### config.mk
export PLATFORM = sky130hd
export DESIGN_NAME = sorted_set_intersection_flat
export DESIGN_NICKNAME = d
export VERILOG_FILES = /design/src/sv/ssi_pkg.sv /design/src/sv/ssi_if.sv /design/src/sv/sorted_set_intersection.sv /design/src/sv/ssi_ctrl.sv /design/src/sv/ssi_dpath.sv /design/src/flat_wrapper.sv
export SDC_FILE = /design/constraint.sdc
export NUM_CORES = 2
export LEC_CHECK = 0
export BUFFER_PORTS_ARGS = -buffer_cell sky130_fd_sc_hd__buf_2
export CAP_MARGIN = 20
export CORE_ASPECT_RATIO = 1.25
export CORE_MARGIN = 10
export CORE_UTILIZATION = 63
export DETAILED_ROUTE_END_ITERATION = 7
export PLACE_DENSITY = 0.81
export SLEW_MARGIN = 20
export SYNTH_ARGS = -nofsm -noshare
export SYNTH_HDL_FRONTEND = slang
export SYNTH_HIERARCHICAL = 1
export SYNTH_SLANG_ARGS = --single-unit
### constraint.sdc
create_clock -name clock -period 7.4 [get_ports clock]
set_input_delay 1.11 -clock clock [delete_from_list [all_inputs] [get_ports clock]]
set_output_delay 1.11 -clock clock [all_outputs]
set_load 0.005 [all_outputs]
### src/sv/ssi_pkg.sv
package ssi_pkg;

   localparam int SET_SIZE = 32;
   localparam int DATA_W   = 32;
   localparam int IDX_W    = (SET_SIZE > 1) ? $clog2(SET_SIZE) : 1;
   localparam int CNT_W    = $clog2(SET_SIZE + 1);

   typedef enum logic [2:0] {
      ST_LOAD,
      ST_A_RD,
      ST_B_SCAN,
      ST_SEL_START,
      ST_SEL_SCAN,
      ST_EMIT_START,
      ST_EMIT_RD,
      ST_EMIT_LOAD
   } ssi_state_type;

   // controller to datapath
   typedef struct packed {
      logic load;
      logic clr_counts;
      logic i_clr;
      logic i_inc;
      logic j_clr;
      logic scan_step;
      logic flag_wr;
      logic sel_init;
      logic best_clr;
      logic sel_step;
      logic sel_commit;
      logic e_clr;
      logic out_load;
   } ssi_cmd_type;

   // datapath to controller
   typedef struct packed {
      logic i_end;
      logic j_end;
      logic best_any;
      logic emit_last;
      logic out_free;
   } ssi_status_type;

endpackage

### src/sv/ssi_if.sv
interface ssi_req_if;
   logic                               valid;
   logic                               ready;
   logic signed [ssi_pkg::DATA_W-1:0]  value;
   logic                               to_set_b;
   logic                               final_item;

   modport source (output valid, output value, output to_set_b, output final_item,
                   input ready);
   modport sink   (input valid, input value, input to_set_b, input final_item,
                   output ready);
endinterface

interface ssi_rsp_if;
   logic                               valid;
   logic                               ready;
   logic signed [ssi_pkg::DATA_W-1:0]  common_value;
   logic                               is_empty;
   logic                               last_of_run;

   modport source (output valid, output common_value, output is_empty,
                   output last_of_run, input ready);
   modport sink   (input valid, input common_value, input is_empty,
                   input last_of_run, output ready);
endinterface

### src/sv/sorted_set_intersection.sv
// sorted set intersection
// req_chan: one word per value; to_set_b picks set b over set a, final_item
//   closes the load and starts the run. words beyond SET_SIZE in a set are dropped.
// rsp_chan: the distinct values present in both sets, ascending signed order,
//   last_of_run on the final word. an empty intersection gives a single word
//   with is_empty and last_of_run set and common_value zero.
// sequence: loading takes a word whenever req_valid is high. after the final
//   word the match pass compares one b entry per cycle against the held a
//   entry, then the sort pass runs one linear min-above-last scan of set a
//   per result plus a last scan that finds none, then each result word is
//   read out of the result memory and loaded into the output register. all
//   three stores are register arrays with one write and one registered read port.
// req ready is high only while loading; it rises again once the last result
//   word sits in the output register, so a new run can load while it waits.
// a stalled receiver holds the output word and pauses the emit sequence.
// reset (synchronous) clears the counts and returns to loading right away;
//   the stores need no clearing pass.
module sorted_set_intersection (
   input  logic      clock,
   input  logic      reset,
   ssi_req_if.sink   req_chan,
   ssi_rsp_if.source rsp_chan
);

   ssi_pkg::ssi_cmd_type    cmd;
   ssi_pkg::ssi_status_type status;
   logic                    req_ready;

   assign req_chan.ready = req_ready;

   // sequencer for load, match, sort and emit
   ssi_ctrl u_ctrl (
      .clock     (clock),
      .reset     (reset),
      .req_valid (req_chan.valid),
      .req_final (req_chan.final_item),
      .req_ready (req_ready),
      .status    (status),
      .cmd       (cmd)
   );

   // stores, counters, comparators and output register
   ssi_dpath u_dpath (
      .clock            (clock),
      .reset            (reset),
      .cmd              (cmd),
      .status           (status),
      .req_value        (req_chan.value),
      .req_to_set_b     (req_chan.to_set_b),
      .rsp_valid        (rsp_chan.valid),
      .rsp_ready        (rsp_chan.ready),
      .rsp_common_value (rsp_chan.common_value),
      .rsp_is_empty     (rsp_chan.is_empty),
      .rsp_last_of_run  (rsp_chan.last_of_run)
   );

endmodule

### src/sv/ssi_ctrl.sv
module ssi_ctrl (
   input  logic                    clock,
   input  logic                    reset,
   input  logic                    req_valid,
   input  logic                    req_final,
   output logic                    req_ready,
   input  ssi_pkg::ssi_status_type status,
   output ssi_pkg::ssi_cmd_type    cmd
);

   ssi_pkg::ssi_state_type state_ff, state_in;
   logic                   req_take;

   assign req_take = req_valid && (state_ff == ssi_pkg::ST_LOAD);

   always_ff @(posedge clock) begin
      if (reset) begin
         state_ff <= ssi_pkg::ST_LOAD;
      end else begin
         state_ff <= state_in;
      end
   end

   // next state
   always_comb begin
      state_in = state_ff;
      case (state_ff)
         ssi_pkg::ST_LOAD: begin
            if (req_take && req_final) state_in = ssi_pkg::ST_A_RD;
         end
         ssi_pkg::ST_A_RD: begin
            state_in = status.i_end ? ssi_pkg::ST_SEL_START : ssi_pkg::ST_B_SCAN;
         end
         ssi_pkg::ST_B_SCAN: begin
            if (status.j_end) state_in = ssi_pkg::ST_A_RD;
         end
         ssi_pkg::ST_SEL_START: begin
            state_in = ssi_pkg::ST_SEL_SCAN;
         end
         ssi_pkg::ST_SEL_SCAN: begin
            if (status.i_end && !status.best_any) state_in = ssi_pkg::ST_EMIT_START;
         end
         ssi_pkg::ST_EMIT_START: begin
            state_in = ssi_pkg::ST_EMIT_RD;
         end
         ssi_pkg::ST_EMIT_RD: begin
            state_in = ssi_pkg::ST_EMIT_LOAD;
         end
         ssi_pkg::ST_EMIT_LOAD: begin
            if (status.out_free) begin
               state_in = status.emit_last ? ssi_pkg::ST_LOAD : ssi_pkg::ST_EMIT_RD;
            end
         end
         default: state_in = ssi_pkg::ST_LOAD;
      endcase
   end

   // commands
   always_comb begin
      cmd       = '0;
      req_ready = 1'b0;
      case (state_ff)
         ssi_pkg::ST_LOAD: begin
            req_ready = 1'b1;
            cmd.load  = req_take;
            cmd.i_clr = req_take;
         end
         ssi_pkg::ST_A_RD: begin
            cmd.j_clr = 1'b1;
         end
         ssi_pkg::ST_B_SCAN: begin
            if (status.j_end) begin
               cmd.flag_wr = 1'b1;
               cmd.i_inc   = 1'b1;
            end else begin
               cmd.scan_step = 1'b1;
            end
         end
         ssi_pkg::ST_SEL_START: begin
            cmd.i_clr    = 1'b1;
            cmd.sel_init = 1'b1;
            cmd.best_clr = 1'b1;
         end
         ssi_pkg::ST_SEL_SCAN: begin
            if (status.i_end) begin
               cmd.sel_commit = status.best_any;
               cmd.best_clr   = 1'b1;
               cmd.i_clr      = 1'b1;
            end else begin
               cmd.sel_step = 1'b1;
               cmd.i_inc    = 1'b1;
            end
         end
         ssi_pkg::ST_EMIT_START: begin
            cmd.e_clr      = 1'b1;
            cmd.clr_counts = 1'b1;
         end
         ssi_pkg::ST_EMIT_RD: begin
         end
         ssi_pkg::ST_EMIT_LOAD: begin
            cmd.out_load = status.out_free;
         end
         default: begin
         end
      endcase
   end

endmodule

### src/sv/ssi_dpath.sv
module ssi_dpath (
   input  logic                              clock,
   input  logic                              reset,
   input  ssi_pkg::ssi_cmd_type              cmd,
   output ssi_pkg::ssi_status_type           status,
   input  logic signed [ssi_pkg::DATA_W-1:0] req_value,
   input  logic                              req_to_set_b,
   output logic                              rsp_valid,
   input  logic                              rsp_ready,
   output logic signed [ssi_pkg::DATA_W-1:0] rsp_common_value,
   output logic                              rsp_is_empty,
   output logic                              rsp_last_of_run
);

   localparam int DW = ssi_pkg::DATA_W;
   localparam int IW = ssi_pkg::IDX_W;
   localparam int CW = ssi_pkg::CNT_W;
   localparam int SZ = ssi_pkg::SET_SIZE;

   // set and result stores
   logic [DW-1:0] a_mem [SZ];
   logic [DW-1:0] b_mem [SZ];
   logic [DW-1:0] c_mem [SZ];
   logic [DW-1:0] a_rd_ff, b_rd_ff, c_rd_ff;

   logic [CW-1:0] count_a_ff, count_a_in, count_b_ff, count_b_in;
   logic [CW-1:0] k_ff, k_in, i_ff, i_in, j_ff, j_in, e_ff, e_in;
   logic          hit_ff, hit_in, have_last_ff, have_last_in;
   logic          best_valid_ff, best_valid_in, out_valid_ff, out_valid_in;
   logic [DW-1:0] best_ff, best_in, last_ff, best_next;
   logic [SZ-1:0] flag_ff;
   logic [DW-1:0] out_value_ff;
   logic          out_empty_ff, out_last_ff;

   logic          a_wr, b_wr, match, cand, best_next_valid;
   logic [CW-1:0] i_prev;

   assign a_wr = cmd.load && !req_to_set_b && (count_a_ff != CW'(SZ));
   assign b_wr = cmd.load &&  req_to_set_b && (count_b_ff != CW'(SZ));

   // j is one ahead of the registered b read
   assign match = (j_ff != '0) && (b_rd_ff == a_rd_ff);

   // next smallest flagged value above the last one taken
   assign i_prev = i_ff - CW'(1);
   assign cand   = (i_ff != '0) && flag_ff[i_prev[IW-1:0]]
                   && (!have_last_ff || ($signed(a_rd_ff) > $signed(last_ff)))
                   && (!best_valid_ff || ($signed(a_rd_ff) < $signed(best_ff)));
   assign best_next       = cand ? a_rd_ff : best_ff;
   assign best_next_valid = best_valid_ff || cand;

   assign status.i_end     = (i_ff == count_a_ff);
   assign status.j_end     = (j_ff == count_b_ff);
   assign status.best_any  = best_next_valid;
   assign status.emit_last = (k_ff == '0) || ((e_ff + CW'(1)) == k_ff);
   assign status.out_free  = !out_valid_ff || rsp_ready;

   always_comb begin
      count_a_in    = count_a_ff;
      count_b_in    = count_b_ff;
      k_in          = k_ff;
      i_in          = i_ff;
      j_in          = j_ff;
      e_in          = e_ff;
      hit_in        = hit_ff;
      have_last_in  = have_last_ff;
      best_valid_in = best_valid_ff;
      best_in       = best_ff;
      out_valid_in  = out_valid_ff && !rsp_ready;

      if (cmd.clr_counts) begin
         count_a_in = '0;
         count_b_in = '0;
      end
      if (a_wr) count_a_in = count_a_ff + CW'(1);
      if (b_wr) count_b_in = count_b_ff + CW'(1);

      if (cmd.i_clr) i_in = '0;
      if (cmd.i_inc) i_in = i_ff + CW'(1);

      if (cmd.j_clr) begin
         j_in   = '0;
         hit_in = 1'b0;
      end
      if (cmd.scan_step) begin
         j_in   = j_ff + CW'(1);
         hit_in = hit_ff || match;
      end

      if (cmd.sel_init) begin
         k_in         = '0;
         have_last_in = 1'b0;
      end
      if (cmd.sel_step) begin
         best_in       = best_next;
         best_valid_in = best_next_valid;
      end
      if (cmd.best_clr) best_valid_in = 1'b0;
      if (cmd.sel_commit) begin
         k_in         = k_ff + CW'(1);
         have_last_in = 1'b1;
      end

      if (cmd.e_clr) e_in = '0;
      if (cmd.out_load) begin
         e_in         = e_ff + CW'(1);
         out_valid_in = 1'b1;
      end
   end

   always_ff @(posedge clock) begin
      if (reset) begin
         count_a_ff    <= '0;
         count_b_ff    <= '0;
         k_ff          <= '0;
         i_ff          <= '0;
         j_ff          <= '0;
         e_ff          <= '0;
         hit_ff        <= 1'b0;
         have_last_ff  <= 1'b0;
         best_valid_ff <= 1'b0;
         out_valid_ff  <= 1'b0;
      end else begin
         count_a_ff    <= count_a_in;
         count_b_ff    <= count_b_in;
         k_ff          <= k_in;
         i_ff          <= i_in;
         j_ff          <= j_in;
         e_ff          <= e_in;
         hit_ff        <= hit_in;
         have_last_ff  <= have_last_in;
         best_valid_ff <= best_valid_in;
         out_valid_ff  <= out_valid_in;
      end
   end

   // payload registers and memories
   always_ff @(posedge clock) begin
      if (a_wr) a_mem[count_a_ff[IW-1:0]] <= req_value;
      if (b_wr) b_mem[count_b_ff[IW-1:0]] <= req_value;
      if (cmd.sel_commit) c_mem[k_ff[IW-1:0]] <= best_next;
      a_rd_ff <= a_mem[i_ff[IW-1:0]];
      b_rd_ff <= b_mem[j_ff[IW-1:0]];
      c_rd_ff <= c_mem[e_ff[IW-1:0]];
      best_ff <= best_in;
      if (cmd.sel_commit) last_ff <= best_next;
      if (cmd.flag_wr) flag_ff[i_ff[IW-1:0]] <= hit_ff || match;
      if (cmd.out_load) begin
         out_value_ff <= (k_ff == '0) ? '0 : c_rd_ff;
         out_empty_ff <= (k_ff == '0);
         out_last_ff  <= status.emit_last;
      end
   end

   assign rsp_valid        = out_valid_ff;
   assign rsp_common_value = out_value_ff;
   assign rsp_is_empty     = out_empty_ff;
   assign rsp_last_of_run  = out_last_ff;

endmodule

### src/flat_wrapper.sv
// flat-port wrapper written by rule: the top's interface ports become plain ports
module sorted_set_intersection_flat 
  (clock, reset, req_chan_valid, req_chan_value, req_chan_to_set_b, req_chan_final_item, req_chan_ready, rsp_chan_valid, rsp_chan_common_value, rsp_chan_is_empty, rsp_chan_last_of_run, rsp_chan_ready);
  ssi_req_if req_chan_i ();
  ssi_rsp_if rsp_chan_i ();
  input  logic clock;
  input  logic reset;
  input wire logic [$bits(req_chan_i.valid)-1:0] req_chan_valid;
  input wire logic [$bits(req_chan_i.value)-1:0] req_chan_value;
  input wire logic [$bits(req_chan_i.to_set_b)-1:0] req_chan_to_set_b;
  input wire logic [$bits(req_chan_i.final_item)-1:0] req_chan_final_item;
  output wire logic [$bits(req_chan_i.ready)-1:0] req_chan_ready;
  output wire logic [$bits(rsp_chan_i.valid)-1:0] rsp_chan_valid;
  output wire logic [$bits(rsp_chan_i.common_value)-1:0] rsp_chan_common_value;
  output wire logic [$bits(rsp_chan_i.is_empty)-1:0] rsp_chan_is_empty;
  output wire logic [$bits(rsp_chan_i.last_of_run)-1:0] rsp_chan_last_of_run;
  input wire logic [$bits(rsp_chan_i.ready)-1:0] rsp_chan_ready;
  assign req_chan_i.valid = req_chan_valid;
  assign req_chan_i.value = req_chan_value;
  assign req_chan_i.to_set_b = req_chan_to_set_b;
  assign req_chan_i.final_item = req_chan_final_item;
  assign req_chan_ready = req_chan_i.ready;
  assign rsp_chan_valid = rsp_chan_i.valid;
  assign rsp_chan_common_value = rsp_chan_i.common_value;
  assign rsp_chan_is_empty = rsp_chan_i.is_empty;
  assign rsp_chan_last_of_run = rsp_chan_i.last_of_run;
  assign rsp_chan_i.ready = rsp_chan_ready;
  sorted_set_intersection u_core (.clock(clock), .reset(reset), .req_chan(req_chan_i), .rsp_chan(rsp_chan_i));
endmodule
# [Word-level counts from Yosys, hierarchy flattened]
# Memories as Yosys holds them, arrays and structs flattened. A register that Yosys moved wholly into a read port is not among the register bits.
# Index checks and enable logic that the tools add are counted.
[totals] out_inout_bits=36 ramBits=3072 register_bits=173 word_cells=136 mem_count=3
[classes] addsub=7 magnitude_cmp=5 n_mux=50 n_reduce_logical=37 n_eq_ne=17
[mem_list] name="u_core.u_dpath.a_mem" depth=32 word_bits=32 read_ports=1 rd_clocked_by_memory_dff=1 wr=1 line="ssi_dpath.sv:21" rtl="logic [DW-1:0] a_mem [SZ];"
[mem_list] name="u_core.u_dpath.b_mem" depth=32 word_bits=32 read_ports=1 rd_clocked_by_memory_dff=1 wr=1 line="ssi_dpath.sv:22" rtl="logic [DW-1:0] b_mem [SZ];"
[mem_list] name="u_core.u_dpath.c_mem" depth=32 word_bits=32 read_ports=1 rd_clocked_by_memory_dff=1 wr=1 line="ssi_dpath.sv:23" rtl="logic [DW-1:0] c_mem [SZ];"
[op_table] cell="two-way mux 6 bit" count=10
[op_table] cell="adder 6 x 1 -> 6 bit, second input constant" count=6
[op_table] cell="bitwise mux 32 bit" count=1
[op_table] cell="equality test 32 bit" count=1
[op_table] cell="> comparator 32 bit" count=1
[op_table] cell="< comparator 32 bit" count=1
[op_table] cell="two-way mux 32 bit" count=1
[op_table] cell="two-way mux 1 bit" count=25
[op_table] cell="case mux 3 bit (8 select lines)" count=1
[op_table] cell="equality test 6 bit" count=3
[op_table] cell="two-way mux 3 bit" count=5
[op_table] cell="logical AND 1 bit" count=13
[op_table] cell="equality test 3 bit, second input constant" count=4
[op_table] cell="< comparator 5 x 6 -> 1 bit, second input constant" count=2
[op_table] cell="!= test 6 bit, second input constant" count=2
[op_table] cell="nonzero test 2 bit" count=6
[op_table] cell="nonzero test 6 bit" count=2
[op_table] cell="equality test 3 x 2 -> 1 bit, second input constant" count=2
[op_table] cell="logical NOT 1 bit" count=6
[op_table] cell="logical NOT 6 bit" count=1
[op_table] cell="logical OR 1 bit" count=6
[op_table] cell="binary-select mux 1 bit (select 5 bit)" count=1
[op_table] cell="demux 1 bit (select 5 bit)" count=1
[op_table] cell=">= comparator 5 x 1 -> 1 bit, second input constant" count=1
[op_table] cell="10 further kinds" count=14

# [Depth between registers and ports, before layout]
[logic_depth] depth_word=11 depth_mapped=19

# [By module]
# The synthesis kept the hierarchy.
[by_module_without_submodules] mod="ssi_dpath" seq_area_each_um2=98874.8 cells_per_inst=5506 n_inst=1 area_per_inst_um2=127189.5
[by_module_without_submodules] mod="ssi_ctrl" seq_area_each_um2=60.1 cells_per_inst=42 n_inst=1 area_per_inst_um2=301.5

# [Worst setup path after synthesis]
# No wires, ideal clock.
[synth_path] path_type="register to register" startpoint="reg u_core.u_dpath.i_ff[0]" endpoint="mem u_core/u_dpath/c_mem[29][0] in the netlist's numbering (enable)" t_required_ps=6979 path_stages_with_launch=20 period_less_slack_ps=6654 setup_time_ps=421 path_slack_ps=746 t_arrival_ps=6233 cell_sequence="dfxtp_1 > buf_6 > buf_2 > clkbuf_1 > buf_1 > inv_1 > ha_1 > clkbuf_1 > mux4_2 > mux4_2 > mux2i_1 > a31oi_1 > o31a_1 > or2_1 > buf_4 > and3_1 > clkbuf_1 > clkbuf_1 > nand2_1 > nor2_1"
[synth_lines] item="from (decl)" line="ssi_dpath.sv:27" rtl="logic [CW-1:0] k_ff, k_in, i_ff, i_in, j_ff, j_in, e_ff, e_in;"
[synth_lines] item="from (signal assigned)" line="ssi_dpath.sv:127" rtl="i_ff <= i_in;"
[synth_lines] item="to (decl)" line="ssi_dpath.sv:23"

==> impl_metrics.json <==
{
  "postSynthAreaPerCell_um2": 23.0,
  "setup_tns_ns": 0,
  "drc": 0,
  "globalplace.congestion": 0.859,
  "hold_viol_final": 0,
  "cts_max_level": 5,
  "ys.flop_type": "edfxtp_1",
  "grt_pass1_wl_mm": 486,
  "cts_sinks": 3341,
  "critical_path_buf_inv_count": 1,
  "synth_edf_count": 3202,
  "yosys.cell_types.count": 62,
  "clock_skew_ns": 0.0693,
  "clock_power_share_pct": 42.1,
  "cts-root-buf": "clkbuf_16",
  "final_cell_count_no_fill": 8731,
  "grt_max_degree": 189,
  "syn_inst": 5548,
  "synth_most_common_cell": "edfxtp_1",
  "firstDrtPassIters": 6,
  "finalSetupViolCount": 0,
  "die_height_um": 523,
  "port_buffers": 73,
  "final_nets": 5914,
  "die_w_um": 422,
  "critical_path.top_delay_family": "simple AND/OR/NAND/NOR gates",
  "synthTopCellsByArea": "edfxtp_1 (75%), mux4_2 (16%), dfxtp_1 (2.2%)",
  "rsz0062_at_grt": "false",
  "power.density_nw_per_um2": 269,
  "cts.clk_slew.worst_paths_ns": 0.07,
  "drtAntennaViolNets": 0,
  "clock_path_buffers": 4,
  "vias": 63000,
  "hold_path.class": "register to register",
  "cp-end-kind": "register",
  "crit_chain": "inv_1 -> ha_1 -> mux4_2 -> mux4_2 -> mux2i_1 -> a31oi_1 -> o31a_1 -> or2_1 -> and3_2 -> nand2_1 -> nor2_4",
  "drt_wl_total_mm": 345,
  "p_sw_share_pct": 20.8,
  "synth_fp_nets": 5669,
  "area_growth_pct": 11.7,
  "share_comb_of_total_power_pct": 3.4,
  "seq_area_frac_synth_pct": 77.6,
  "clkLatencyLatePin_ns": 0.98,
  "worst_pin_slew_ns": 1.17,
  "start_util_pct": 63.4,
  "async_flop_share_pct": 0,
  "place_hpwl_mm": 172,
  "pin_count": 74,
  "final.fill_count": 10700,
  "cp_slowest_cell": "nor2_4",
  "status": "completed",
  "antenna_found_initial": 13,
  "wl_per_cell_um": 39.5,
  "drv_cap": 0,
  "seqPwrFrac_pct": 54.5,
  "grt_usage_pct": 31.0,
  "drive_gt1_share_pct": 29.3,
  "drtIter0Drc": 9624,
  "critPathLaunchType": "register",
  "cp_slowest_stage_delay_ns": 1.10,
  "numCtsBuffers": 319,
  "syn_area_um2": 127000,
  "yosysWarnings": 6,
  "maxSlewViolCount": 0,
  "cts_setup_buffers": 0,
  "grt-ovfl-total": 0,
  "core_area_um2": 201000,
  "ir_drop_mv": 0.326,
  "slew_headroom_pct": 21.5,
  "grt_pass1_vias": 64800,
  "vias_per_cell": 7.22,
  "tritoncts": "done",
  "synth_top_area_share_pct": 75.4,
  "synth_seq_cells": 3341,
  "cp.arrival_ns": 6.08,
  "synth.largest_area_cell": "edfxtp_1",
  "ctsHoldBuffers": 0,
  "p_int_mw": 30.4,
  "total_leakage_power_nw": 43.3,
  "design.die.area_um2": 221000,
  "fin_crit_ns": 5.54,
  "cts-resized-gates": 0,
  "placed_cells": 8148,
  "placementRows": 184,
  "max_freq_ghz": 0.180,
  "p_switching_mw": 7.97,
  "crit_fanout": 43,
  "required_ns": 7.93,
  "netlist_top_cells_count": "edfxtp_1 (3202), mux4_2 (906), clkbuf_1 (186)",
  "fin_crit_sh_pct": 74.9,
  "path_class": "register to register",
  "cpMostUsedCell": "mux4_2"
}
[stage by stage]
| stage | setup WS [ns] | utilization (%) | hold slack (ns) | area, um^2 | total power [mW] |
|---|---|---|---|---|---|
| after global placement | 1.92 | 65.5 | 0.469 | 132000 | 22.5 |
| after detailed placement | 1.78 | 65.5 | 0.488 | 132000 | 22.5 |
| after global routing | 1.56 | 70.8 | 0.515 | 142000 | 39.1 |
| after CTS | 1.74 | 70.5 | 0.502 | 142000 | 38.4 |
| after floorplan | 0.746 | - | 0.456 | 127000 | 22.0 |
| final | 1.86 | 70.8 | 0.502 | 142000 | 38.3 |
[worst reg2reg max path, delay by kind of cell (launching register included)]
kind,cells,cell delay [ns]
flip-flops,1,0.90
AND/OR/NAND/NOR,4,2.32
buffers and inverters,1,0.23
AO/OA/AOI/OAI,2,0.51
adder cells (fa/ha/maj),1,0.57
multiplexers,3,0.57
[cell usage in the layout, fill, tap and decap left out, types with 46 or more instances in the layout]
| cell type | n |
|---|---|
| a21oi_1 | 62 |
| a22oi_1 | 127 |
| buf_2 | 53 |
| buf_4 | 126 |
| clkbuf_1 | 63 |
| clkbuf_16 | 326 |
| clkinv_1 | 51 |
| clkinv_2 | 46 |
| dfxtp_1 | 127 |
| edfxtp_1 | 3202 |
| ha_1 | 83 |
| inv_1 | 82 |
| mux2_2 | 65 |
| mux4_2 | 906 |
| nand4_1 | 47 |
| nor2_1 | 83 |
| nor2_4 | 95 |
[metal layers]
layer	GRT usage (%)	wire length [um]
met5	0	95
met4	18.8	25800
met3	6.69	38200
met2	51.8	175000
met1	37.3	106000
[worst paths after layout]
kind	from	end	slack (ns)	cells past startpoint
setup / recovery	u_core/u_dpath/i_ff[0]$_SDFFE_PP0P_	u_core/u_dpath/c_mem[31][3]$_DFFE_PP_	1.86	11
hold reg to reg	u_core/u_dpath/c_rd_ff[20]$_DFF_P_	u_core/u_dpath/rsp_common_value[20]$_SDFFCE_PP0P_	0.50	1
setup reg to reg	u_core/u_dpath/i_ff[0]$_SDFFE_PP0P_	u_core/u_dpath/c_mem[31][3]$_DFFE_PP_	1.86	11
hold / removal	u_core/u_dpath/c_rd_ff[20]$_DFF_P_	u_core/u_dpath/rsp_common_value[20]$_SDFFCE_PP0P_	0.50	1
[power groups by stage]
stage	clock network (mW)	registers [mW]	logic (mW)
3_5_place_dp	0	21.3	1.25
2_1_floorplan	0	21.2	0.793
4_1_cts	16.2	20.9	1.30
3_3_place_gp	0	21.3	1.21
5_1_grt	16.9	20.9	1.40
6_report	16.1	20.9	1.32
[area by class of cell]
cell class,instances,area (um^2),share of cell area (%)
Inverter,85,319,0.224
Sequential cell,3341,99000,69.5
Clock buffer,401,8560,6.01
Clock inverter,155,1470,1.03
Tap cell,2697,3370,2.37
Timing Repair Buffer,207,1830,1.29
Antenna cell,6,15.0,0.0105
Multi-Input combinational cell,1839,27900,19.6
[kinds of logic after synthesis]
group,synth area share (%)
flip-flops,77.6
multiplexers,17.0
AND/OR/NAND/NOR,1.72
buffers and inverters,1.12
AO/OA/AOI/OAI,1.36
adder cells (fa/ha/maj),0.815
XOR/XNOR,0.426
No activity file was read; power rests on OpenSTA's default activity.
